**src/rtl/cptc_ram.sv**
```systemverilog
// ----------------------------------------------------------------------------
// cptc_ram
// Generic single write port, single read port RAM with registered read data.
// ----------------------------------------------------------------------------
`default_nettype none

module cptc_ram #(
    parameter int WIDTH = 8,
    parameter int DEPTH = 16
) (
    input  wire logic                     clk,
    input  wire logic                     we,
    input  wire logic [$clog2(DEPTH)-1:0] waddr,
    input  wire logic [WIDTH-1:0]         wdata,
    input  wire logic [$clog2(DEPTH)-1:0] raddr,
    output logic      [WIDTH-1:0]         rdata
);

    logic [WIDTH-1:0] mem [DEPTH];

    // write port and registered read
    always_ff @(posedge clk)
    begin
        if (we)
        begin
            mem[waddr] <= wdata;
        end
        rdata <= mem[raddr];
    end

endmodule

`default_nettype wire

```
**config.mk**
```make
export PLATFORM = sky130hd
export DESIGN_NAME = cptc_ram
export DESIGN_NICKNAME = d
export VERILOG_FILES = /design/src/rtl/cptc_ram.sv
export SDC_FILE = /design/constraint.sdc
export NUM_CORES = 1
export LEC_CHECK = 0
export CAP_MARGIN = 20
export CORE_ASPECT_RATIO = 0.5
export CORE_UTILIZATION = 45
export CTS_CLUSTER_DIAMETER = 80
export DETAILED_ROUTE_END_ITERATION = 10
export DONT_BUFFER_PORTS = 1
export GPL_TIMING_DRIVEN = 0
export HOLD_SLACK_MARGIN = 0.05
export PLACE_DENSITY_LB_ADDON = 0.3
export SLEW_MARGIN = 25
export SYNTH_ARGS = -nofsm -noshare
export SYNTH_HDL_FRONTEND = slang
export SYNTH_SLANG_ARGS = --single-unit
export TNS_END_PERCENT = 20
```
**constraint.sdc**
```tcl
create_clock -name clk -period 2.2 [get_ports clk]
set_input_delay 0.22 -clock clk [delete_from_list [all_inputs] [get_ports clk]]
set_output_delay 0.22 -clock clk [all_outputs]
set_load 0.02 [all_outputs]
```
==> key figures <==
Finish
  – Final #Nets: roughly 270
  – Share of cells above drive strength 1: between 20% and 30%
  – Syn-to-layout area delta: 16.0%
  – Most common cell after layout, fill and taps aside: edfxtp_1
  – Most frequent cells in the layout: edfxtp_1, mux4_2, clkbuf_16
  – Finished Core Util: a little over half
  – N_diodes: 0

Timing
  – RSZ-0062 raised after global routing: false
  – Skew final: 0.00714 ns
  – Fmax: 647 MHz
  – Max-slew violation count: 0
  – Fin crit period: approximately 1.5 ns
  – Fin Setup TNS: 0 ns
  – Setup WS post-layout: 0.654 ns
  – Setup Viol. Count Final: 0
  – Hold_ws: 0.0878 ns
  – Relative slew slack: a little over two fifths
  – Worst slew pin tran: between 0.8 and 0.9 ns
  – Final Hold Vio Count: 0
  – Final Cycle Share: roughly 70%

Setup path
  – Critical-path maximum fanout: 1
  – CP Launch Type: flop
  – WP data arrival: 1.83 ns
  – Critical Path RT: between 2 and 2.5 ns
  – Critical Path Sink Type: flop
  – Critical path type: flop to flop

Synthesis
  – Synthesized area per cell: 22.5 um^2
  – Top cells by area, synth: edfxtp_1, mux4_2, mux4_1
  – Post-synthesis compound-gate area fraction: under 10%
  – Simple-gate portion of the synthesized area: 3.18%
  – Distinct cells, synth: 19
  – Synth Area in XOR/XNOR: 0%
  – Combinational family with the most area after synthesis: multiplexers
  – Dominant cell type by area after synthesis: edfxtp_1
  – Post-synthesis mux area share: about 15%
  – Synth Cell Area: slightly above 5000 um^2
  – Syn nets: 247
  – Adder-Cell Fraction of Synth Area: 0%
  – Yosys top cell area share: between 70% and 80%
  – Sequential share of the synthesized area: between 70% and 80%
  – Ys Warns: 0
  – Yosys reg bits: ~140
  – Mapped Cells: roughly 230

Global route
  – First-pass GRT wire length: 15,000 um
  – Pin count of the biggest net entering global routing: 17
  – Initial antenna violation count: 0
  – All-Layer GR Usage: 18.7%
  – Grt total ovfl: 0
  – Number of global-route vias before repair: 2,512

Clock tree
  – Clk root buf: clkbuf_16
  – Worst skew pair latency: between 0.4 and 0.5 ns
  – Post-CTS Resized: 0
  – CTS tree: done
  – Clock slew at reported path FFs: 0.06 ns
  – Clock sink count: about 140
  – CTS max path bufs: 2
  – Num CTS Buffers: 17
  – H-tree lvl count: 4

Floorplan
  – Die X: roughly 150 um
  – Starting Density: 46.6%
  – Die area: ~12,000 um^2
  – Num rows: 27
  – Die Y: 77.6 um
  – Core ar.: roughly 11,000 um^2
  – # IOs: 26

Routing
  – Vias: ~2,400
  – Final WL: around 10000 um
  – DR DRC count: 0
  – Starting DRT DRC Count: around 210
  – DRT antenna net count: 0
  – Post-DR vias/cell: 5.76
  – Avg WL per Cell: ~24 um
  – First-pass detailed-route iteration total: 4

Power and ir drop
  – Leakage power: a little under 2 nW
  – Worst VDD drop: 558 uV
  – P per Cell Area: 972 nW/um^2

Status
  – Status: finished clean

Place
  – Input/output buffers: 0
  – Routability Congestion: roughly 0.74
  – Post-DP HPWL: roughly 6400 um
  – Placement Setup Slack: approximately 0.43 ns

Min path
  – Class of the worst hold path: input port to flop

Job
  – Max-cap violations: 0
critical path, stage by stage, from the launching register on:
cell and delay (ns):
edfxtp_1 0.36, mux4_1 0.54, a22oi_1 0.40, nand2_1 0.12
area by class of cell:
class | instances | area (um^2)
fill | 793 | 5070
sequential | 136 | 4000
multi-input combinational | 83 | 1080
clock buffer | 19 | 433
tap | 145 | 181
clock inverter | 13 | 111
buffer | 10 | 86.3
timing repair buffer | 8 | 80.1
through the flow:
| step | std cells | power, W | cell area [um^2] |
|---|---|---|---|
| floorplan | 229 | 0.00313 | 5150 |
| global placement | 374 | 0.00318 | 5330 |
| detailed placement | 374 | 0.00319 | 5350 |
| CTS | 414 | 0.00584 | 5970 |
| global route | 414 | 0.00596 | 5970 |
| finish | 414 | 0.00581 | 5970 |
layer usage:
layer	vias to the layer above	global-route usage [%]	part of all wire, %
met2	91	30.3	50
met5	-	0	0
met4	0	7.58	0.56
met1	1260	23.9	43
met3	4	5.25	6.5
li1	1031	-	-
final timing paths:
check | start | end | slack (ns) | cells past startpoint
worst max register to register | mem[1][3]$_DFFE_PP_ | rdata[3]$_DFF_P_ | 0.65 | 3
worst max-delay path | mem[1][3]$_DFFE_PP_ | rdata[3]$_DFF_P_ | 0.65 | 3
worst min register to register | mem[15][2]$_DFFE_PP_ | rdata[2]$_DFF_P_ | 0.69 | 3
worst min-delay path | waddr[0] | mem[8][7]$_DFFE_PP_ | 0.09 | 1
what timing repair did:
| action | CTS | global route |
|---|---|---|
| hold buffers | 8 | 0 |
| setup buffers | 0 | 0 |
| hold endpoints to repair | 128 | 0 |
sequential cells by signal, indices dropped and copies added (netlist names):
signal  count
mem       128
rdata       8
kinds of logic (layout without fill, tap and decap cells):
group	after synthesis	in the layout
AO/OA/AOI/OAI	16	16
multiplexers	32	32
AND/OR/NAND/NOR	35	35
flip-flops	136	136
buffers and inverters	10	50
power breakdown:
group	leakage, nW	internal, W	total, W	switching [W]
clock network	0.268	0.00163	0.00262	0.000986
registers	1.22	0.00290	0.00294	0.0000389
logic	0.456	0.000104	0.000247	0.000143
cell usage after synthesis:
cell type,count
buf_6,3
mux4_1,14
and2_1,1
nor2_1,13
buf_4,1
nor2b_1,1
edfxtp_1,128
buf_2,3
and2b_1,1
nand2_1,9
or3b_2,1
nand3_1,1
mux4_2,18
nand3b_1,2
dfxtp_1,8
clkdlybuf4s25_2,3
nand2b_1,2
a22oi_1,16
nor3_1,4
Power figures use the tool's default switching activity.
