<file path="src/rtl/cptc_pkg.sv">
// ----------------------------------------------------------------------------
// cptc_pkg
// Shared codes, constants and functions of the carrot pose tracking controller.
// ----------------------------------------------------------------------------
`default_nettype none

package cptc_pkg;

    // path storage depth default
    localparam int PATH_DEPTH_DEF = 256;

    // command codes
    localparam logic [1:0] CMD_CLEAR  = 2'd0;
    localparam logic [1:0] CMD_APPEND = 2'd1;
    localparam logic [1:0] CMD_STEP   = 2'd2;

    // status codes
    localparam logic [1:0] ST_DRIVE   = 2'd0;
    localparam logic [1:0] ST_TURN    = 2'd1;
    localparam logic [1:0] ST_REACHED = 2'd2;
    localparam logic [1:0] ST_EMPTY   = 2'd3;

    // register indexes
    localparam int CFG_IDX_W = 4;
    localparam int CFG_DATA_W = 24;
    localparam logic [CFG_IDX_W-1:0] REG_GAIN_DIST   = 4'd0;
    localparam logic [CFG_IDX_W-1:0] REG_GAIN_BEAR   = 4'd1;
    localparam logic [CFG_IDX_W-1:0] REG_GAIN_HEAD   = 4'd2;
    localparam logic [CFG_IDX_W-1:0] REG_CARROT      = 4'd3;
    localparam logic [CFG_IDX_W-1:0] REG_POS_TOL     = 4'd4;
    localparam logic [CFG_IDX_W-1:0] REG_MAX_LIN     = 4'd5;
    localparam logic [CFG_IDX_W-1:0] REG_BEAR_OFFSET = 4'd6;
    localparam logic [CFG_IDX_W-1:0] REG_HEAD_OFFSET = 4'd7;

    // register reset values
    localparam logic [15:0] GAIN_DIST_RST = 16'd4096;
    localparam logic [15:0] GAIN_BEAR_RST = 16'hFCCD;
    localparam logic [15:0] GAIN_HEAD_RST = 16'hF000;
    localparam logic [23:0] CARROT_RST    = 24'd26214;
    localparam logic [23:0] POS_TOL_RST   = 24'd6554;
    localparam logic [23:0] MAX_LIN_RST   = 24'd26214;

    // angle tolerances in binary angle units (0.1 rad and 0.01 rad)
    localparam logic signed [15:0] ANG_TOL_SEARCH = 16'sd1043;
    localparam logic signed [15:0] ANG_TOL_GOAL   = 16'sd104;

    // pi in Q29
    localparam logic [31:0] PI_Q29 = 32'd1686629713;

    // iteration counts of the shared units
    localparam int CORDIC_STEPS = 24;
    localparam int SQRT_STEPS   = 32;

    // arctangent table, 2^32 is a full turn
    function automatic logic [31:0] cptc_atan(input logic [4:0] k);
        logic [31:0] a;
        case (k)
            5'd0:    a = 32'd536870912;
            5'd1:    a = 32'd316933406;
            5'd2:    a = 32'd167458907;
            5'd3:    a = 32'd85004756;
            5'd4:    a = 32'd42667331;
            5'd5:    a = 32'd21354465;
            5'd6:    a = 32'd10679838;
            5'd7:    a = 32'd5340245;
            5'd8:    a = 32'd2670163;
            5'd9:    a = 32'd1335087;
            5'd10:   a = 32'd667544;
            5'd11:   a = 32'd333772;
            5'd12:   a = 32'd166886;
            5'd13:   a = 32'd83443;
            5'd14:   a = 32'd41722;
            5'd15:   a = 32'd20861;
            5'd16:   a = 32'd10430;
            5'd17:   a = 32'd5215;
            5'd18:   a = 32'd2608;
            5'd19:   a = 32'd1304;
            5'd20:   a = 32'd652;
            5'd21:   a = 32'd326;
            5'd22:   a = 32'd163;
            5'd23:   a = 32'd81;
            default: a = 32'd0;
        endcase
        return a;
    endfunction

endpackage

`default_nettype wire

</file>
<file path="src/rtl/cptc_cordic.sv">
// ----------------------------------------------------------------------------
// cptc_cordic
// Iterative vectoring CORDIC giving the bearing of a vector as a binary angle.
// ----------------------------------------------------------------------------
`default_nettype none

module cptc_cordic (
    input  wire logic               clk,
    input  wire logic               rst_n,
    input  wire logic               start,
    input  wire logic signed [32:0] x_in,
    input  wire logic signed [32:0] y_in,
    output logic                    done,
    output logic signed [15:0]      angle
);
    import cptc_pkg::*;

    logic               busy_reg;
    logic               done_reg;
    logic [4:0]         cnt_reg;
    logic signed [35:0] x_reg;
    logic signed [35:0] y_reg;
    logic [31:0]        acc_reg;
    logic signed [35:0] xs;
    logic signed [35:0] ys;
    logic [31:0]        acc_round;

    assign xs = x_reg >>> cnt_reg;
    assign ys = y_reg >>> cnt_reg;

    // control
    always_ff @(posedge clk or negedge rst_n)
    begin
        if (!rst_n)
        begin
            busy_reg <= 1'b0;
            done_reg <= 1'b0;
            cnt_reg  <= '0;
        end
        else
        begin
            done_reg <= 1'b0;
            if (start)
            begin
                busy_reg <= 1'b1;
                cnt_reg  <= '0;
            end
            else if (busy_reg)
            begin
                cnt_reg <= cnt_reg + 5'd1;
                if (cnt_reg == 5'(CORDIC_STEPS - 1))
                begin
                    busy_reg <= 1'b0;
                    done_reg <= 1'b1;
                end
            end
        end
    end

    // rotation toward the x axis, left half plane flipped by pi first
    always_ff @(posedge clk)
    begin
        if (start)
        begin
            if (x_in < 0)
            begin
                x_reg   <= -36'(x_in);
                y_reg   <= -36'(y_in);
                acc_reg <= 32'h8000_0000;
            end
            else
            begin
                x_reg   <= 36'(x_in);
                y_reg   <= 36'(y_in);
                acc_reg <= '0;
            end
        end
        else if (busy_reg)
        begin
            if (y_reg > 0)
            begin
                x_reg   <= x_reg + ys;
                y_reg   <= y_reg - xs;
                acc_reg <= acc_reg + cptc_atan(cnt_reg);
            end
            else
            begin
                x_reg   <= x_reg - ys;
                y_reg   <= y_reg + xs;
                acc_reg <= acc_reg - cptc_atan(cnt_reg);
            end
        end
    end

    // round to 16 bits
    assign acc_round = acc_reg + 32'h0000_8000;
    assign angle     = $signed(acc_round[31:16]);
    assign done      = done_reg;

endmodule

`default_nettype wire

</file>
<file path="config.mk">
export PLATFORM = sky130hd
export DESIGN_NAME = cptc_cordic
export DESIGN_NICKNAME = d
export VERILOG_FILES = /design/src/rtl/cptc_pkg.sv /design/src/rtl/cptc_cordic.sv
export SDC_FILE = /design/constraint.sdc
export NUM_CORES = 1
export LEC_CHECK = 0
export ABC_AREA = 1
export BUFFER_PORTS_ARGS = -buffer_cell sky130_fd_sc_hd__clkbuf_2
export CELL_PAD_IN_SITES_DETAIL_PLACEMENT = 0
export CELL_PAD_IN_SITES_GLOBAL_PLACEMENT = 1
export CORE_MARGIN = 3
export CORE_UTILIZATION = 25
export CTS_CLUSTER_SIZE = 28
export DETAILED_ROUTE_END_ITERATION = 8
export GPL_TIMING_DRIVEN = 0
export PLACE_DENSITY_LB_ADDON = 0.08
export SYNTH_ARGS = -nofsm -noshare
export SYNTH_HDL_FRONTEND = slang
export SYNTH_SLANG_ARGS = --single-unit
export TNS_END_PERCENT = 30
</file>
<file path="constraint.sdc">
create_clock -name clk -period 8.25 [get_ports clk]
set_input_delay 1.2375 -clock clk [delete_from_list [all_inputs] [get_ports clk]]
set_output_delay 1.2375 -clock clk [all_outputs]
set_load 0.05 [all_outputs]
</file>
==> impl_metrics.toml <==
[placement]
hpwl_um = 90800
place_congestion = 0.978
port_buffers = 85
dp_cells = 4261

[hold_path]
hold_depth = 2
holdCritPathClass = "flip-flop to flip-flop"

[floorplan]
initial_core_util = 0.253
die_x_um = 281
die_h_um = 281
num_rows = 100
core_sq_um = 74600
pin_count = 86
die_area_sq_um = 78800

[logic_synthesis]
yosys.cell_types.count = 61
synth_area_sq_um = 18900
ys_top_cells_by_count = "nand2_1 (932), nand3_1 (439), inv_1 (301)"
ys_seq_area_frac = 0.175
synth_edf_count = 104
synth_area_leaders = "nand2_1 (19%), edfxtp_1 (17%), nand3_1 (12%), ha_1 (7.6%), a21oi_1 (6.3%)"
ys.flop_type = "edfxtp_1"
syn-num-nets = 3391
syn_inst = 3205
synth.most_common_cell = "nand2_1"
syn_area_per_cell_sq_um = 5.88
synth_top_area_frac = 0.185
ys_ff_latch = 111
synth_top_area_cell = "nand2_1"
yosys_warnings = 0
async_reset_ff_frac = 0.0631

[cts]
clock_sinks = 111
cts_resized = 0
cts_hold_buf = 0
clock_latency_ns = 0.42
cts_setup_buffers = 0
cts_tree = "built"
cts-root-buf = "clkbuf_16"
clkSlewWorstSetupHoldPaths_ns = 0.10
cts_buffers = 9
clockBufferDepth = 2
htree_levels = 3

[setup_path]
crit_fanout = 10
cp-end-kind = "flip-flop"
critPathArrivalTime_ns = 7.60
path_class = "flip-flop to flip-flop"
startpoint_type = "flip-flop"
cp.required_ns = 8.40
reg2regPathDepth = 23

[status]
violations = "max-capacitance violations, max-slew violations"
status = "complete, but fails checks"

[global_route]
grt_pass1_wl_um = 153000
grt_max_degree = 52
grt_use_total = 0.271
antenna_found_initial = 4
grt_pass1_vias = 21400
grt_remaining_overflow = 0

[sta]
max_slew.worst_pin.slew_ns = 1.50
finalSetupTns_ns = 0
fin_crit_sh = 0.903
finalHoldViolCount = 0
slew_headroom = -0.00186
fin_worst_skew_ns = 0.0264
setup_viol = 0
fin_crit_ns = 7.45
timing.fmax_ghz = 0.134
slew_viol_final = 10
rsz0062_at_grt = "no"

[finish]
syn_to_final_growth_pct = 10.6
finalNonFillerCells = 4278
fillers = 8619
utilization = 0.280
layout.nets = 3489
final_layout_size_suffix_gt1_frac = 0.0738

[power_and_ir_drop]
power_per_cell_area_nw_per_um2 = 483
vdd_drop_max_mv = 0.195
power.total_mw = 10.1
leakagePower_nw = 10.1

[route]
wl_um = 109000
drc = 0
firstDrtPassIters = 6
drt-initial-drc-count = 2371
dr_total_vias = 22800
drt-vias-per-instance = 5.33
wire_per_inst_um = 25.5
ant_nets = 0

[flow_run]
cap_violations = 1
power breakdown:
| group | total (mW) | internal (mW) | leakage [nW] | switching (mW) |
|---|---|---|---|---|
| registers | 1.36 | 1.02 | 1.23 | 0.338 |
| logic | 8.21 | 2.57 | 8.78 | 5.64 |
| clock network | 0.509 | 0.220 | 0.139 | 0.289 |
area by class of cell:
cell class                 instances  area (sq um)  area share
antenna                            1          2.50    0.000120
buffer                           118           662      0.0317
clock buffer                      10           239      0.0115
clock inverter                     6          51.3     0.00246
inverter                         319          1210      0.0579
multi-input combinational       2657         13700       0.657
sequential                       111          3300       0.158
tap                              969          1210      0.0581
timing repair buffer              87           480      0.0230
per-layer routing:
| layer | GRT usage | vias to the layer above | wire [um] |
|---|---|---|---|
| met4 | 0.0857 | 0 | 3580 |
| met5 | 0 | - | 0 |
| met3 | 0.0318 | 78 | 6370 |
| met1 | 0.387 | 10900 | 51500 |
| li1 | - | 11100 | - |
| met2 | 0.425 | 763 | 47600 |
kinds of logic (layout without fill, tap and decap cells):
family,after synthesis,count (layout),share of synthesized area
AND/OR/NAND/NOR,1836,1836,0.421
AO/OA/AOI/OAI,600,600,0.178
buffers and inverters,437,540,0.0987
adder cells (fa/ha/maj),117,117,0.0788
flip-flops,111,111,0.175
XOR/XNOR,103,103,0.0478
multiplexers,1,1,0.000531
other,0,1,0
placed cells by master, fill, tap and decap left out, types with 12 or more instances in the layout:
| master | netlist | layout |
|---|---|---|
| o21ai_0 | 203 | 203 |
| ha_1 | 114 | 114 |
| xor2_1 | 72 | 72 |
| a31oi_1 | 24 | 24 |
| nor3_1 | 37 | 37 |
| buf_6 | 18 | 18 |
| nand2_2 | 12 | 12 |
| o22ai_1 | 23 | 23 |
| xnor2_1 | 31 | 31 |
| clkbuf_1 | 46 | 43 |
| nand3_1 | 439 | 439 |
| a21oi_1 | 236 | 236 |
| nand2_1 | 932 | 931 |
| clkbuf_2 | 0 | 88 |
| nor3_2 | 12 | 12 |
| o21a_1 | 17 | 17 |
| inv_2 | 13 | 13 |
| buf_2 | 31 | 34 |
| nand4_1 | 35 | 35 |
| inv_1 | 301 | 301 |
| a21o_1 | 15 | 15 |
| o21ai_1 | 15 | 15 |
| nor4_1 | 15 | 15 |
| edfxtp_1 | 104 | 104 |
| nor2_1 | 292 | 292 |
| nor2_2 | 15 | 15 |
worst paths after layout:
kind | startpoint | endpoint | slack [ns]
setup / recovery | y_reg[7]$_DFFE_PP_ | y_reg[23]$_DFFE_PP_ | 0.80
hold / removal | busy_reg$_DFF_PN0_ | cnt_reg[0]$_DFFE_PN0P_ | 0.59
setup reg to reg | y_reg[7]$_DFFE_PP_ | y_reg[23]$_DFFE_PP_ | 0.80
hold reg to reg | busy_reg$_DFF_PN0_ | cnt_reg[0]$_DFFE_PN0P_ | 0.59
max in group asynchronous | rst_n | busy_reg$_DFF_PN0_ | 7.38
min in group asynchronous | rst_n | done$_DFF_PN0_ | 0.65
critical path, stage by stage (launching register included):
cell and delay, ns:
edfxtp_1 0.53, nor2_1 0.14, nand3_1 0.07, nor4_1 0.65
nand4_1 0.39, o21ai_1 0.98, inv_2 0.26, clkbuf_1 0.40
clkbuf_1 0.53, o21ai_0 0.68, ha_1 0.26, a21oi_1 0.08
nand2_1 0.08, inv_1 0.06, o21ai_1 0.27, a21boi_0 0.22
o31ai_1 0.67, nand2_1 0.16, o21bai_1 0.31, nand2_1 0.13
nand2_1 0.09, nand2_1 0.05, nand3_1 0.07, o21ai_0 0.10
metrics by stage:
stage / worst slack, ns / hold WS [ns] / area, sq um
after floorplan: 3.92 / 0.534 / 18900
after global placement: 0.613 / 0.581 / 20500
after detailed placement: 0.922 / 0.588 / 20600
after CTS: 0.844 / 0.584 / 20900
after global routing: 0.330 / 0.646 / 20900
final: 0.802 / 0.585 / 20900
Power figures use the tool's default switching activity.
