===== src/rtl/cptc_pkg.sv =====
// ----------------------------------------------------------------------------
// cptc_pkg
// Shared codes, constants and functions of the carrot pose tracking controller.
// ----------------------------------------------------------------------------
`default_nettype none

package cptc_pkg;

    // path storage depth default
    localparam int PATH_DEPTH_DEF = 256;

    // command codes
    localparam logic [1:0] CMD_CLEAR  = 2'd0;
    localparam logic [1:0] CMD_APPEND = 2'd1;
    localparam logic [1:0] CMD_STEP   = 2'd2;

    // status codes
    localparam logic [1:0] ST_DRIVE   = 2'd0;
    localparam logic [1:0] ST_TURN    = 2'd1;
    localparam logic [1:0] ST_REACHED = 2'd2;
    localparam logic [1:0] ST_EMPTY   = 2'd3;

    // register indexes
    localparam int CFG_IDX_W = 4;
    localparam int CFG_DATA_W = 24;
    localparam logic [CFG_IDX_W-1:0] REG_GAIN_DIST   = 4'd0;
    localparam logic [CFG_IDX_W-1:0] REG_GAIN_BEAR   = 4'd1;
    localparam logic [CFG_IDX_W-1:0] REG_GAIN_HEAD   = 4'd2;
    localparam logic [CFG_IDX_W-1:0] REG_CARROT      = 4'd3;
    localparam logic [CFG_IDX_W-1:0] REG_POS_TOL     = 4'd4;
    localparam logic [CFG_IDX_W-1:0] REG_MAX_LIN     = 4'd5;
    localparam logic [CFG_IDX_W-1:0] REG_BEAR_OFFSET = 4'd6;
    localparam logic [CFG_IDX_W-1:0] REG_HEAD_OFFSET = 4'd7;

    // register reset values
    localparam logic [15:0] GAIN_DIST_RST = 16'd4096;
    localparam logic [15:0] GAIN_BEAR_RST = 16'hFCCD;
    localparam logic [15:0] GAIN_HEAD_RST = 16'hF000;
    localparam logic [23:0] CARROT_RST    = 24'd26214;
    localparam logic [23:0] POS_TOL_RST   = 24'd6554;
    localparam logic [23:0] MAX_LIN_RST   = 24'd26214;

    // angle tolerances in binary angle units (0.1 rad and 0.01 rad)
    localparam logic signed [15:0] ANG_TOL_SEARCH = 16'sd1043;
    localparam logic signed [15:0] ANG_TOL_GOAL   = 16'sd104;

    // pi in Q29
    localparam logic [31:0] PI_Q29 = 32'd1686629713;

    // iteration counts of the shared units
    localparam int CORDIC_STEPS = 24;
    localparam int SQRT_STEPS   = 32;

    // arctangent table, 2^32 is a full turn
    function automatic logic [31:0] cptc_atan(input logic [4:0] k);
        logic [31:0] a;
        case (k)
            5'd0:    a = 32'd536870912;
            5'd1:    a = 32'd316933406;
            5'd2:    a = 32'd167458907;
            5'd3:    a = 32'd85004756;
            5'd4:    a = 32'd42667331;
            5'd5:    a = 32'd21354465;
            5'd6:    a = 32'd10679838;
            5'd7:    a = 32'd5340245;
            5'd8:    a = 32'd2670163;
            5'd9:    a = 32'd1335087;
            5'd10:   a = 32'd667544;
            5'd11:   a = 32'd333772;
            5'd12:   a = 32'd166886;
            5'd13:   a = 32'd83443;
            5'd14:   a = 32'd41722;
            5'd15:   a = 32'd20861;
            5'd16:   a = 32'd10430;
            5'd17:   a = 32'd5215;
            5'd18:   a = 32'd2608;
            5'd19:   a = 32'd1304;
            5'd20:   a = 32'd652;
            5'd21:   a = 32'd326;
            5'd22:   a = 32'd163;
            5'd23:   a = 32'd81;
            default: a = 32'd0;
        endcase
        return a;
    endfunction

endpackage

`default_nettype wire


===== src/rtl/cptc_sqrt.sv =====
// ----------------------------------------------------------------------------
// cptc_sqrt
// Iterative integer square root, two radicand bits per cycle.
// ----------------------------------------------------------------------------
`default_nettype none

module cptc_sqrt (
    input  wire logic        clk,
    input  wire logic        rst_n,
    input  wire logic        start,
    input  wire logic [63:0] radicand,
    output logic             done,
    output logic [31:0]      root
);
    import cptc_pkg::*;

    logic        busy_reg;
    logic        done_reg;
    logic [4:0]  cnt_reg;
    logic [35:0] rem_reg;
    logic [31:0] root_reg;
    logic [63:0] n_reg;
    logic [35:0] rem_t;
    logic [35:0] trial;
    logic        fits;

    // trial subtraction of one root digit
    assign rem_t = {rem_reg[33:0], n_reg[63:62]};
    assign trial = {2'b00, root_reg, 2'b01};
    assign fits  = rem_t >= trial;

    // control
    always_ff @(posedge clk or negedge rst_n)
    begin
        if (!rst_n)
        begin
            busy_reg <= 1'b0;
            done_reg <= 1'b0;
            cnt_reg  <= '0;
        end
        else
        begin
            done_reg <= 1'b0;
            if (start)
            begin
                busy_reg <= 1'b1;
                cnt_reg  <= '0;
            end
            else if (busy_reg)
            begin
                cnt_reg <= cnt_reg + 5'd1;
                if (cnt_reg == 5'(SQRT_STEPS - 1))
                begin
                    busy_reg <= 1'b0;
                    done_reg <= 1'b1;
                end
            end
        end
    end

    // datapath
    always_ff @(posedge clk)
    begin
        if (start)
        begin
            n_reg    <= radicand;
            rem_reg  <= '0;
            root_reg <= '0;
        end
        else if (busy_reg)
        begin
            n_reg <= {n_reg[61:0], 2'b00};
            if (fits)
            begin
                rem_reg  <= rem_t - trial;
                root_reg <= {root_reg[30:0], 1'b1};
            end
            else
            begin
                rem_reg  <= rem_t;
                root_reg <= {root_reg[30:0], 1'b0};
            end
        end
    end

    assign done = done_reg;
    assign root = root_reg;

endmodule

`default_nettype wire


===== config.mk =====
export PLATFORM = sky130hd
export DESIGN_NAME = cptc_sqrt
export DESIGN_NICKNAME = d
export VERILOG_FILES = /design/src/rtl/cptc_pkg.sv /design/src/rtl/cptc_sqrt.sv
export SDC_FILE = /design/constraint.sdc
export NUM_CORES = 1
export LEC_CHECK = 0
export BUFFER_PORTS_ARGS = -buffer_cell sky130_fd_sc_hd__buf_2
export CAP_MARGIN = 30
export CORE_MARGIN = 1.5
export CORE_UTILIZATION = 30
export DETAILED_ROUTE_END_ITERATION = 10
export PLACE_DENSITY = 0.51
export SYNTH_ARGS = -nofsm -noshare
export SYNTH_HDL_FRONTEND = slang
export SYNTH_SLANG_ARGS = --single-unit

===== constraint.sdc =====
create_clock -name clk -period 7.2 [get_ports clk]
set_clock_uncertainty 0.15 [all_clocks]
set_input_delay 1.08 -clock clk [delete_from_list [all_inputs] [get_ports clk]]
set_output_delay 1.08 -clock clk [all_outputs]
set_load 0.01 [all_outputs]

==> results of run 1 <==
-- critical path: cells and delay by family, from the launching register on --
family / cells / cell delay [ns]
AND/OR/NAND/NOR: 4 / 1.29
adder cells (fa/ha/maj): 1 / 0.44
flip-flops: 1 / 0.36
buffers and inverters: 2 / 0.39
AO/OA/AOI/OAI: 3 / 0.72
-- worst min-delay path by stage --
stage	start	to	slack, ns	cells after the start
after floorplan	rem_reg[19]	rem_reg[19]	0.31	2
after global placement	rem_reg[19]	rem_reg[19]	0.33	2
after detailed placement	rem_reg[19]	rem_reg[19]	0.34	2
after CTS	rst_n	cnt_reg[2]	0.32	1
after global routing	rst_n	cnt_reg[0]	0.32	1
final	rst_n	cnt_reg[2]	0.33	1
-- stage by stage --
| step | cells | util | worst slack [ns] | instance area [um^2] |
|---|---|---|---|---|
| 2_1_floorplan | 790 | - | 3.93 | 7920 |
| 3_3_place_gp | 1187 | 0.333 | 3.81 | 8670 |
| 3_5_place_dp | 1187 | 0.333 | 3.71 | 8670 |
| 4_1_cts | 1219 | 0.359 | 3.69 | 9320 |
| 5_1_grt | 1219 | 0.359 | 3.38 | 9320 |
| 6_report | 1219 | 0.359 | 3.74 | 9320 |
-- power groups by stage --
stage	Sequential, mW	Combinational (mW)	Clock (mW)
CTS	1.00	1.92	0.995
finish	1.00	1.91	0.968
detailed placement	1.02	1.91	0
floorplan	0.995	1.61	0
global route	1.01	2.15	1.03
global placement	1.02	1.91	0
-- cells in the mapped netlist, types with 6 or more instances --
library cell / n
o21ai_1: 6
a21o_1: 18
nand3_1: 21
edfxtp_1: 64
nor2_1: 90
xnor2_1: 13
nand2_2: 16
nor3_1: 12
mux2i_1: 35
a21oi_1: 44
a311oi_1: 8
nand2_1: 53
clkbuf_1: 24
or3_1: 7
ha_1: 36
dfxtp_1: 66
inv_1: 47
nand4_1: 10
o21bai_1: 7
o211ai_1: 7
a311oi_2: 16
dfrtp_1: 7
buf_1: 10
mux2_2: 65
o21ai_0: 20
xor2_1: 9
-- layout make-up --
class                   instances  area share
well taps                     335      0.0450
multi-input cells             564       0.441
clock buffers                  17      0.0456
repair buffers                103      0.0571
inverters                      48      0.0193
clock inverters                15      0.0244
flip-flops and latches        137       0.367
-- layer usage --
layer / global-route usage / vias to the layer above
li1: - / 3034
met1: 0.193 / 2800
met2: 0.220 / 93
met3: 0.0297 / 14
met4: 0.0414 / 0
met5: 0 / -
-- cell families (layout without fill, tap and decap cells) --
group / Yosys count / count (layout) / synth area share
multiplexers: 100 / 100 / 0.137
flip-flops: 137 / 137 / 0.431
buffers and inverters: 89 / 183 / 0.0497
adder cells (fa/ha/maj): 36 / 36 / 0.0569
XOR/XNOR: 22 / 22 / 0.0243
AO/OA/AOI/OAI: 165 / 165 / 0.158
AND/OR/NAND/NOR: 241 / 241 / 0.143
==> metrics.md, run 1 <==
| Metric | Value |
|---|---|
| Outcome | `complete, no violations` |
| DR pass1 iterations | `5` |
| Chip height | `166 um` |
| Synth warnings | `0` |
| Via count of the routed design | `5941` |
| Setup Total Neg Slack | `0 ns` |
| Switching power | `1.58 mW` |
| Drt via density | `4.87` |
| I/O Buffers | `99` |
| Maximum fanout along the worst path | `15` |
| Hold Crit Class | `in -> async` |
| H-tree levels | `4` |
| Initial antenna violation count | `0` |
| Final Cycle Share | `0.481` |
| Slowest-stage cell, CP | `nor2_2` |
| Reg power frac | `0.258` |
| Synthesized area per cell | `10.0 um^2` |
| Initial drt markers | `448` |
| Clock Power Share | `0.249` |
| Row cnt | `59` |
| Overflow after GRT | `0` |
| Max_cap viols | `0` |
| Resized cells post-CTS | `0` |
| Footprint of the multi-input gates | `4110 um^2` |
| CP endpoint | `rem_reg[33]` |
| Share of cells above drive strength 1 | `0.277` |
| Most frequent cells in the layout | `buf_2 (98), nor2_1 (89), dfxtp_1 (66)` |
| Area growth syn-to-layout | `17.6%` |
| Post-Syn Area | `7920 um^2` |
| FILL cells | `2700` |
| Vias in the first global route | `5729` |
| Final total power | `3.88 mW` |
| Main area contributors after synthesis | `edfxtp_1 (24%), dfxtp_1 (17%), mux2_2 (9.2%)` |
| Combinational Power Share | `0.493` |
| FF-to-FF Start | `root[24]` |
| Met2 wire len | `8650 um` |
| M1 wire length | `9030 um` |
| Final Hold Fails | `0` |
| PD cells | `416 nW/um^2` |
| R2r endpoint | `rem_reg[33]` |
| Clock Sinks | `137` |
| Synth async-reset ratio | `0.0511` |
| Flops & latches, synth | `137` |
| Achievable frequency | `0.289 GHz` |
| Number of synthesized flops with an enable pin | `64` |
| Reg area | `3420 um^2` |
| CTS tree | `yes` |
| Final nets | `974` |
| ANT cells | `0` |
| Syn Inst Count | `790` |
| Final Critical Period | `3.46 ns` |
| Leak | `4.06 nW` |
| Post-CTS Setup Bufs | `0` |
| Highest metal used | `met4` |
| Crit path cell chain | `inv_1 > ha_1 > nand4_1 > nor3_1 > a311o_1 > nor4_1 > nor2_2 > buf_4 > o21ai_0 > a2111oi_2` |
| Peak supply drop | `258 uV` |
| Post-DP HPWL | `13000 um` |
| Die Span X | `166 um` |
| Routability cong. | `0.812` |
| CP Capture Type | `flop` |
| Yosys top cell area share | `0.243` |
| Total track usage | `0.140` |
| Startpoint Class | `flop` |
| Core Area | `26000 um^2` |
| Routed wire length | `18600 um` |
| Top cell type by total area after synthesis | `edfxtp_1` |
| Clock root buffer | `clkbuf_16` |
| Slew Viols, Final | `0` |
| CP peak stage delay | `0.57 ns` |
| Initial core utilization | `0.305` |
| Slew HR | `0.392` |
| Most common cell after layout, fill and taps aside | `buf_2` |
| Drt drc | `0` |
| Clk buf depth | `2` |
| Synth Net Count | `893` |
| Endpoints failing setup | `0` |
| Least-Margin Pin Slew | `0.905 ns` |
| Antenna Nets Post-Route | `0` |
| Register area share after synthesis | `0.431` |
| P_int | `2.30 mW` |
| Wire length on met3 | `674 um` |
| Max reg flops | `64` |
| Critical path class | `reg -> reg` |
| Die ar. | `27400 um^2` |
| Crit path DAT | `3.63 ns` |
| Clk slew on worst S/H paths | `0.07 ns` |
| Worst skew pair latency | `0.42 ns` |
| Synth cell types | `65` |
| Num ports | `100` |
| CTS Buf Count | `17` |
| WP data required | `7.37 ns` |
| Hold buffer count at cts | `0` |
| WL per Instance | `15.2 um` |
| Fin Hold WS | `0.325 ns` |
| Reg2Reg Setup Slack | `3.74 ns` |
| Sw Share | `0.408` |
| FF-to-FF path depth | `10` |
| Unrepaired setup endpoints after global routing | `false` |
| Largest net degree at the start of global routing | `89` |
| Synth Flop Type | `dfxtp_1` |
| First-pass GRT wire length | `30300 um` |
| CP startpoint | `root[24]` |
Note: power is estimated with default switching activity, not from simulation.
==> run 2: changes to the inputs <==
clock period = 3.3 ns   (was 7.2 ns; I/O delays follow)
==> metrics.md, run 2 (synthesis gave the netlist of run 1 again) <==
| Metric | Value |
|---|---|
| CTS Buf Count | `17` |
| Startpoint Class | `flop` |
| Peak supply drop | `439 uV` |
| Max_cap viols | `0` |
| Worst Hold End | `n_reg[1]` |
| WP data required | `3.49 ns` |
| H-tree levels | `4` |
| Row cnt | `59` |
| Final Cycle Share | `0.930` |
| Clock root buffer | `clkbuf_16` |
| Drt drc | `0` |
| Least-Margin Pin Slew | `0.573 ns` |
| Area growth syn-to-layout | `19.0%` |
| Clk buf depth | `2` |
| Max reg flops | `64` |
| Most common cell after layout, fill and taps aside | `buf_2` |
| Die Span X | `166 um` |
| Post-CTS Setup Bufs | `0` |
| PD cells | `903 nW/um^2` |
| Initial drt markers | `393` |
| Total track usage | `0.141` |
| Final nets | `995` |
| Initial antenna violation count | `0` |
| CTS tree | `yes` |
| Reg2Reg Setup Slack | `0.23 ns` |
| Endpoints failing setup | `0` |
| Outcome | `complete, no violations` |
| R2r endpoint | `rem_reg[11]` |
| DR pass1 iterations | `4` |
| Hold Path Stages | `2` |
| First-pass GRT wire length | `30400 um` |
| CP Capture Type | `flop` |
| FF-to-FF path depth | `11` |
| Setup Total Neg Slack | `0 ns` |
| FILL cells | `2692` |
| Clk slew on worst S/H paths | `0.07 ns` |
| CP startpoint | `root[27]` |
| Unrepaired setup endpoints after global routing | `false` |
| Share of cells above drive strength 1 | `0.295` |
| Routed wire length | `18800 um` |
| Routability cong. | `0.842` |
| Drt via density | `4.85` |
| Overflow after GRT | `0` |
| Worst skew pair latency | `0.43 ns` |
| I/O Buffers | `99` |
| Largest net degree at the start of global routing | `65` |
| Min-delay src | `radicand[1]` |
| Setup ws final | `0.230 ns` |
| Hold Crit Class | `in -> reg` |
| Most frequent cells in the layout | `buf_2 (98), nor2_1 (89), dfxtp_1 (66)` |
| Pre-CTS WS | `0.180 ns` |
| Core Area | `26000 um^2` |
| Slew HR | `0.618` |
| Final Critical Period | `3.07 ns` |
| Via count of the routed design | `6021` |
| Leak | `4.13 nW` |
| Maximum fanout along the worst path | `18` |
| Achievable frequency | `0.326 GHz` |
| WL per Instance | `15.2 um` |
| Slew Viols, Final | `0` |
| Chip height | `166 um` |
| FF-to-FF Start | `root[27]` |
| Vias in the first global route | `5795` |
| Antenna Nets Post-Route | `0` |
| Die ar. | `27400 um^2` |
| Post-DP HPWL | `13400 um` |
| Critical path class | `reg -> reg` |
| Crit path DAT | `3.26 ns` |
| Num ports | `100` |
| Clock Sinks | `137` |
| Initial core utilization | `0.305` |
| Final Hold Fails | `0` |
## run 2: cell count changes in the layout (fill, tap and decap cells not counted), moves of 2 or more
cell,delta
buf_4,+17
bufinv_16,-3
buf_12,+2
clkinvlp_4,+3
clkinv_8,-3
## run 2: metal layers
metal / share of wire / track usage / up-vias / wire (um)
met5: 0 / 0 / - / 0
met4: 0.014 / 0.0459 / 0 / 259
met3: 0.030 / 0.0305 / 19 / 565
met2: 0.48 / 0.227 / 82 / 8980
met1: 0.48 / 0.189 / 2852 / 9030
li1: - / - / 3068 / -
## run 2: metrics by stage
stage               cells  total power, mW  utilization  area (um^2)  hold slack (ns)
floorplan             790             5.69            -         7920           0.0494
global placement     1207             6.68        0.340         8840            0.192
detailed placement   1207             6.66        0.340         8840            0.195
CTS                  1240             8.54        0.362         9410            0.179
global route         1240             9.16        0.363         9420            0.184
finish               1241             8.51        0.363         9420            0.190
## run 2: worst max-delay path, cell delays in order, from the launching register on
cell and delay [ns]:
dfxtp_1 0.38, inv_1 0.06, ha_1 0.42, nand2_1 0.09, nor2_1 0.24, a21o_1 0.20, o211a_1 0.21, o41a_1 0.31
nand2_4 0.10, buf_12 0.17, or3_1 0.38, a311oi_2 0.27
## run 2: where the power goes
part           switching [mW]  internal, mW  total [mW]
registers               0.151          2.03        2.18
clock network           0.857         0.992        1.85
logic                    2.50          1.98        4.48
total                    3.51          5.00        8.51
## run 2: area by class of cell
class                           count  area (um^2)  share of cell area
Sequential cell                   137         3420               0.363
Clock buffer                       17          425              0.0451
Antenna cell                        1         2.50            0.000266
Clock inverter                     15          131              0.0139
Timing Repair Buffer              124          721              0.0765
Multi-Input combinational cell    564         4120               0.437
Tap cell                          335          419              0.0445
Inverter                           48          180              0.0191
## run 2: how the worst max path moves through the flow
stage	end	slack (ns)	cells after the start
floorplan	rem_reg[11]	0.14	13
global placement	rem_reg[24]	0.26	11
detailed placement	rem_reg[23]	0.18	11
CTS	rem_reg[25]	0.17	11
global route	rem_reg[0]	0.008	11
finish	rem_reg[11]	0.23	11
## run 2: repair_timing
| action | CTS | global route |
|---|---|---|
| endpoints found under the hold margin | 7 | 0 |
| gates resized for setup | 0 | 4 |
| setup endpoints to repair | 0 | 16 |
| hold buffers | 1 | 0 |
==> run 3: changes to the inputs <==
PLACE_DENSITY = 0.52   (was 0.51)
clock period = 2.6 ns   (was 3.3 ns; I/O delays follow)
==> metrics.md, run 3 (synthesis gave the netlist of run 1 again) <==
| Metric | Value |
|---|---|
| Crit path buffers/inverters | `2` |
| Total track usage | `0.154` |
| Largest net degree at the start of global routing | `63` |
| Clock Sinks | `137` |
| Clk buf depth | `2` |
| Vias in the first global route | `6432` |
| Final Cycle Share | `1.12` |
| Outcome | `complete, but fails checks` |
| FF-to-FF Start | `root[0]` |
| Final Critical Period | `2.92 ns` |
| First-pass GRT wire length | `32800 um` |
| Sw Share | `0.381` |
| Peak supply drop | `629 uV` |
| Clock root buffer | `clkbuf_16` |
| Critical path class | `reg -> reg` |
| WL per Instance | `14.9 um` |
| Switching power | `5.15 mW` |
| R2r endpoint | `rem_reg[16]` |
| P_int | `8.38 mW` |
| Leak | `5.09 nW` |
| Worst skew pair latency | `0.43 ns` |
| Setup ws final | `-0.316 ns` |
| Die ar. | `27400 um^2` |
| Row cnt | `59` |
| Area growth syn-to-layout | `39.6%` |
| Initial antenna violation count | `0` |
| CTS tree | `yes` |
| Clock Power Share | `0.200` |
| Hold Crit Class | `in -> reg` |
| Num ports | `100` |
| WP data required | `2.79 ns` |
| ANT cells | `0` |
| H-tree levels | `4` |
| Max reg flops | `64` |
| CP peak stage delay | `0.54 ns` |
| Routed wire length | `20900 um` |
| Placed cells | `1367` |
| Least-Margin Pin Slew | `0.863 ns` |
| Slowest-stage cell, CP | `or4_4` |
| Achievable frequency | `0.343 GHz` |
| Slew Viols, Final | `0` |
| Final nets | `1160` |
| CP top delay family | `compound AO/OA/AOI/OAI gates` |
| FILL cells | `2597` |
| Violated checks | `negative setup slack` |
| Finished Core Util | `0.426` |
| Drt drc | `0` |
| Reg2Reg Setup Slack | `-0.32 ns` |
| Core Area | `26000 um^2` |
| Fin cells | `1405` |
| Hold Path Stages | `2` |
| Routability cong. | `0.856` |
| Antenna Nets Post-Route | `0` |
| Overflow after GRT | `0` |
| CP startpoint | `root[0]` |
| Slew HR | `0.425` |
| Most frequent cells in the layout | `buf_4 (179), buf_2 (98), nor2_1 (88)` |
| Crit path cell chain | `inv_2 > ha_4 > nor2b_4 > o31a_1 > o311a_4 > o21a_4 > or4_4 > nand2_8 > clkbuf_16 > nand2_2 > a311oi_2` |
| Pre-CTS WS | `-0.311 ns` |
| Post-DP HPWL | `15200 um` |
| FF-to-FF path depth | `11` |
| CP Capture Type | `flop` |
| Initial drt markers | `397` |
| Final Hold Fails | `0` |
| DR pass1 iterations | `4` |
| PD cells | `1220 nW/um^2` |
| Max_cap viols | `0` |
| Most common cell after layout, fill and taps aside | `buf_4` |
| Dpl cell area | `10100 um^2` |
| Unrepaired setup endpoints after global routing | `true` |
| Min-delay src | `radicand[0]` |
| Drt via density | `4.77` |
| CTS Buf Count | `17` |
| Die Span X | `166 um` |
| Chip height | `166 um` |
| Combinational Power Share | `0.598` |
| Worst Hold End | `n_reg[0]` |
| I/O Buffers | `99` |
| Via count of the routed design | `6701` |
| Share of cells above drive strength 1 | `0.438` |
| Crit path DAT | `3.11 ns` |
| Clk slew on worst S/H paths | `0.07 ns` |
| Final instance area | `11100 um^2` |
| Startpoint Class | `flop` |
| Initial core utilization | `0.305` |
| Maximum fanout along the worst path | `6` |
| Reg power frac | `0.201` |
| Endpoints failing setup | `35` |
## run 3: cell count changes in the layout (fill, tap and decap cells not counted), moves of 4 or more
cell	delta
nand2_1	-6
ha_1	-6
buf_12	+4
buf_4	+158
o21ai_0	-4
ha_4	+5
## run 3: cell type report
class	count	area (um^2)	area share
Tap cell	335	419	0.0379
Inverter	48	180	0.0163
Clock inverter	15	225	0.0204
Timing Repair Buffer	289	2050	0.185
Clock buffer	17	425	0.0385
Sequential cell	137	3430	0.310
Multi-Input combinational cell	564	4330	0.391
## run 3: worst max-delay path by stage
stage,depth (start not counted),to
2_1_floorplan,13,rem_reg[2]
3_3_place_gp,11,rem_reg[28]
3_5_place_dp,11,rem_reg[10]
4_1_cts,11,rem_reg[23]
5_1_grt,11,rem_reg[30]
6_report,11,rem_reg[16]
## run 3: worst reg2reg max path: cells and delay by family (launching register included)
kind	cells	cell delay [ns]
compound gates	4	1.02
flops	1	0.35
simple gates	4	0.86
fa+ha+maj	1	0.23
buf+inv	2	0.22
## run 3: power groups by stage
stage	registers, mW	clock network (mW)	logic [mW]
6_report	2.73	2.71	8.10
5_1_grt	2.76	2.86	8.82
4_1_cts	2.73	2.78	7.79
3_5_place_dp	2.76	0	7.28
3_3_place_gp	2.76	0	7.25
2_1_floorplan	2.77	0	4.54
## run 3: per-stage QoR
step	TNS [ns]	hold slack, ns	power, mW
3_5_place_dp	-8.88	0.0859	10.0
2_1_floorplan	-10.78	-0.0556	7.31
5_1_grt	-11.81	0.0759	14.4
6_report	-9.07	0.0887	13.5
4_1_cts	-8.48	0.0722	13.3
3_3_place_gp	-8.20	0.0863	10.0
## run 3: metal layers
metal	up-vias	GRT usage	routed length, um
met5	-	0	0
met1	3198	0.208	10000
met3	25	0.0247	427
met4	0	0.0487	317
met2	71	0.251	10100
li1	3407	-	-
## run 3: timing repair
item,CTS,global route
resized for setup,26,14
setup buffers,2,2
pin swaps,10,19
hold endpoints to repair,7,0
endpoints found under the setup margin,35,35
hold buffers,1,0
cloned,1,1
